**config.mk**
```make
export PLATFORM = sky130hd
export DESIGN_NAME = gbr_ram
export DESIGN_NICKNAME = d
export VERILOG_FILES = /design/src/sv/gbr_ram.sv
export SDC_FILE = /design/constraint.sdc
export NUM_CORES = 1
export LEC_CHECK = 0
export BUFFER_PORTS_ARGS = -buffer_cell sky130_fd_sc_hd__buf_2
export CORE_MARGIN = 1.5
export CORE_UTILIZATION = 30
export CTS_BUF_LIST = sky130_fd_sc_hd__clkbuf_4 sky130_fd_sc_hd__clkbuf_8 sky130_fd_sc_hd__clkbuf_16
export CTS_CLUSTER_DIAMETER = 30
export DETAILED_ROUTE_END_ITERATION = 7
export PLACE_DENSITY_LB_ADDON = 0.12
export SETUP_SLACK_MARGIN = 0.4
export SYNTH_ARGS = -nofsm -noshare
export SYNTH_HDL_FRONTEND = slang
export SYNTH_SLANG_ARGS = --single-unit
```
**constraint.sdc**
```tcl
create_clock -name clk -period 1.76 [get_ports clk]
set_input_delay 0.352 -clock clk [delete_from_list [all_inputs] [get_ports clk]]
set_output_delay 0.352 -clock clk [all_outputs]
set_load 0.02 [all_outputs]
```
**src/sv/gbr_ram.sv**
```systemverilog
// Generic single-write, single-read RAM with a registered read port.
`default_nettype none

module gbr_ram #(
    parameter int WIDTH = 8,
    parameter int DEPTH = 16
) (
    input  wire logic                                 clk,
    input  wire logic                                 we,
    input  wire logic [(DEPTH > 1 ? $clog2(DEPTH) : 1)-1:0] waddr,
    input  wire logic [WIDTH-1:0]                     wdata,
    input  wire logic                                 re,
    input  wire logic [(DEPTH > 1 ? $clog2(DEPTH) : 1)-1:0] raddr,
    output logic      [WIDTH-1:0]                     rdata
);

    logic [WIDTH-1:0] mem [DEPTH];
    logic [WIDTH-1:0] rdata_reg;

    always_ff @(posedge clk)
    begin
        if (we)
        begin
            mem[waddr] <= wdata;
        end
        if (re)
        begin
            rdata_reg <= mem[raddr];
        end
    end

    assign rdata = rdata_reg;

endmodule

`default_nettype wire

```
==> flow_metrics.env <==
export IMPL_post_route_min_period_ps=1420
export IMPL_nets=314
export IMPL_synth_fp_nets=248
export IMPL_hold_class="in2reg"
export IMPL_rsz0062_at_grt="true"
export IMPL_worst_pin_slew_ps=748.5
export IMPL_port_buffers=26
export IMPL_fmax_mhz=704.5
export IMPL_grt_overflow_total=0
export IMPL_initial_utilization_pct=30.43
export IMPL_drc=0
export IMPL_hold_ws_ps=296.7
export IMPL_clock_sinks=136
export IMPL_power_per_cell_area_nw_per_um2=1091
export IMPL_hold_viol=0
export IMPL_async_reset_ff_share_pct=0
export IMPL_htreeDepth=4
export IMPL_start_kind="register"
export IMPL_viasPerCell=4.623
export IMPL_wl_um=11200
export IMPL_syn_inst=229
export IMPL_grt_pass1_wl_um=16870
export IMPL_max_slew_margin_pct=50.00
export IMPL_cp_data_required_time_ps=1900
export IMPL_total_power_mw=7.048
export IMPL_cts_tree="yes"
export IMPL_cap_violations=0
export IMPL_cp_max_fo=1
export IMPL_synth_ff_type="edfxtp_1"
export IMPL_ir_worst_vdd_v=0.0008128
export IMPL_synth_yosys_seq_area_share_pct=78.12
export IMPL_crit_type="reg2reg"
export IMPL_clk_latency_ps=410
export IMPL_finalSetupViolCount=0
export IMPL_synth_largest_area_cell="edfxtp_1"
export IMPL_largest_reg_flops=128
export IMPL_grt_pass1_vias=2603
export IMPL_finClkSkew_ps=9.755
export IMPL_drive_gt1_share_pct=44.92
export IMPL_timing_setup_tns_ps=0
export IMPL_ys_ff_latch=136
export IMPL_diodes=0
export IMPL_ctsHoldBuffers=0
export IMPL_drtPass1Iterations=4
export IMPL_synth_top_area_share_pct=78.12
export IMPL_synth_most_common_cell="edfxtp_1"
export IMPL_hpwlAfterDp_um=7392
export IMPL_nFillCells=1614
export IMPL_dieWidth_um=135.0
export IMPL_synth_edf_count=136
export IMPL_seqCellArea_um2=4084
export IMPL_finalWeightedCongestion=0.6711
export IMPL_critPathCaptureType="register"
export IMPL_drv_slew=0
export IMPL_clk_pin_slew_ps=50
export IMPL_yosys_top_cells_count="edfxtp_1 (136), mux4_2 (18), a22oi_1 (16), mux4_1 (14), nor2_1 (13)"
export IMPL_drtIter0Drc=186
export IMPL_track_usage_pct=13.58
export IMPL_syn_avg_cell_area_um2=22.83
export IMPL_core_area_um2=17180
export IMPL_syn2layout_area_growth_pct=23.60
export IMPL_fp_dieH_um=135.0
export IMPL_cts_root_buf="clkbuf_16"
export IMPL_rows=48
export IMPL_p_leak_nw=2.107
export IMPL_ys_types=18
export IMPL_clockBufferDepth=2
export IMPL_vias=2450
export IMPL_pin_count=27
export IMPL_netlist_area_um2=5228
export IMPL_antenna_found_initial=0
export IMPL_wl_per_cell_um=21.13
export IMPL_synth_area_leaders="edfxtp_1 (78%), mux4_2 (7.8%), mux4_1 (7.0%)"
export IMPL_status="completed"
export IMPL_multi_input_area_um2=1131
export IMPL_grt_max_degree=17
export IMPL_final_antenna_net_count=0
export IMPL_arrival_ps=1560
export IMPL_die_area_um2=18230
export IMPL_yosysWarnings=0
export IMPL_cts_made_buffers=17
export IMPL_fin_crit_sh_pct=80.66
[logic make-up (layout without fill, tap and decap cells)]
logic type      count (synthesis)  after routing  share of synthesized area [%]
simple gates                   35             35                          3.136
flops                         136            136                          78.12
mux                            32             32                          14.79
buf+inv                        10             86                          1.651
compound gates                 16             16                          2.298
[final cells by class]
| cell class | instances | share of cell area (%) |
|---|---|---|
| Clock buffer | 20 | 6.933 |
| Multi-Input combinational cell | 83 | 17.51 |
| Clock inverter | 9 | 0.5809 |
| Sequential cell | 136 | 63.21 |
| Tap cell | 225 | 4.357 |
| Timing Repair Buffer | 57 | 7.417 |
[worst paths after layout]
path / to / cells after the start / slack, ps / from
max reg2reg: rdata[5] / 3 / 340 / mem[3][5]
min: rdata[6] / 1 / 300 / re
min reg2reg: rdata[7] / 3 / 770 / mem[7][7]
max: rdata[5] / 3 / 340 / mem[3][5]
[where the power goes]
part           switching (mW)  internal [mW]  total, mW
combinational           0.249          0.202      0.450
clock                    1.15           1.78       2.93
sequential             0.0186           3.65       3.67
[metrics by stage]
| stage | std cells | util (%) | setup slack, ps | cell area, um2 |
|---|---|---|---|---|
| detailed placement | 499 | 33.97 | -248.6 | 5836 |
| finish | 530 | 37.62 | 340.5 | 6461 |
| floorplan | 229 | - | 207.6 | 5264 |
| CTS | 530 | 37.43 | 312.1 | 6430 |
| global route | 530 | 37.62 | 279.9 | 6461 |
| global placement | 499 | 33.97 | -266.7 | 5836 |
[what timing repair did]
action,in CTS,in global routing
setup buffers,1,0
endpoints found under the setup margin,8,10
resized for setup,18,11
pin swaps,4,5
hold endpoints to repair,0,0
gates cloned,1,0
[critical path: stages, from the launching register on]
cell and delay, ps:
edfxtp_1 350, mux4_2 490, a22oi_2 220, nand2_2 110
[routing by layer]
layer	track usage [%]	wire length, um
met3	3.829	394
met1	18.03	5304
met4	5.018	161
met5	0	0
met2	21.37	5339
[cells in the final DEF (no fill, tap or decap), types with 5 or more instances in the layout]
cell	instances
edfxtp_1	136
nor2_1	9
buf_12	5
clkbuf_16	17
nand2_1	6
mux4_2	32
buf_4	23
a22oi_2	13
buf_2	23
clkinv_1	6
Power figures use the tool's default switching activity.
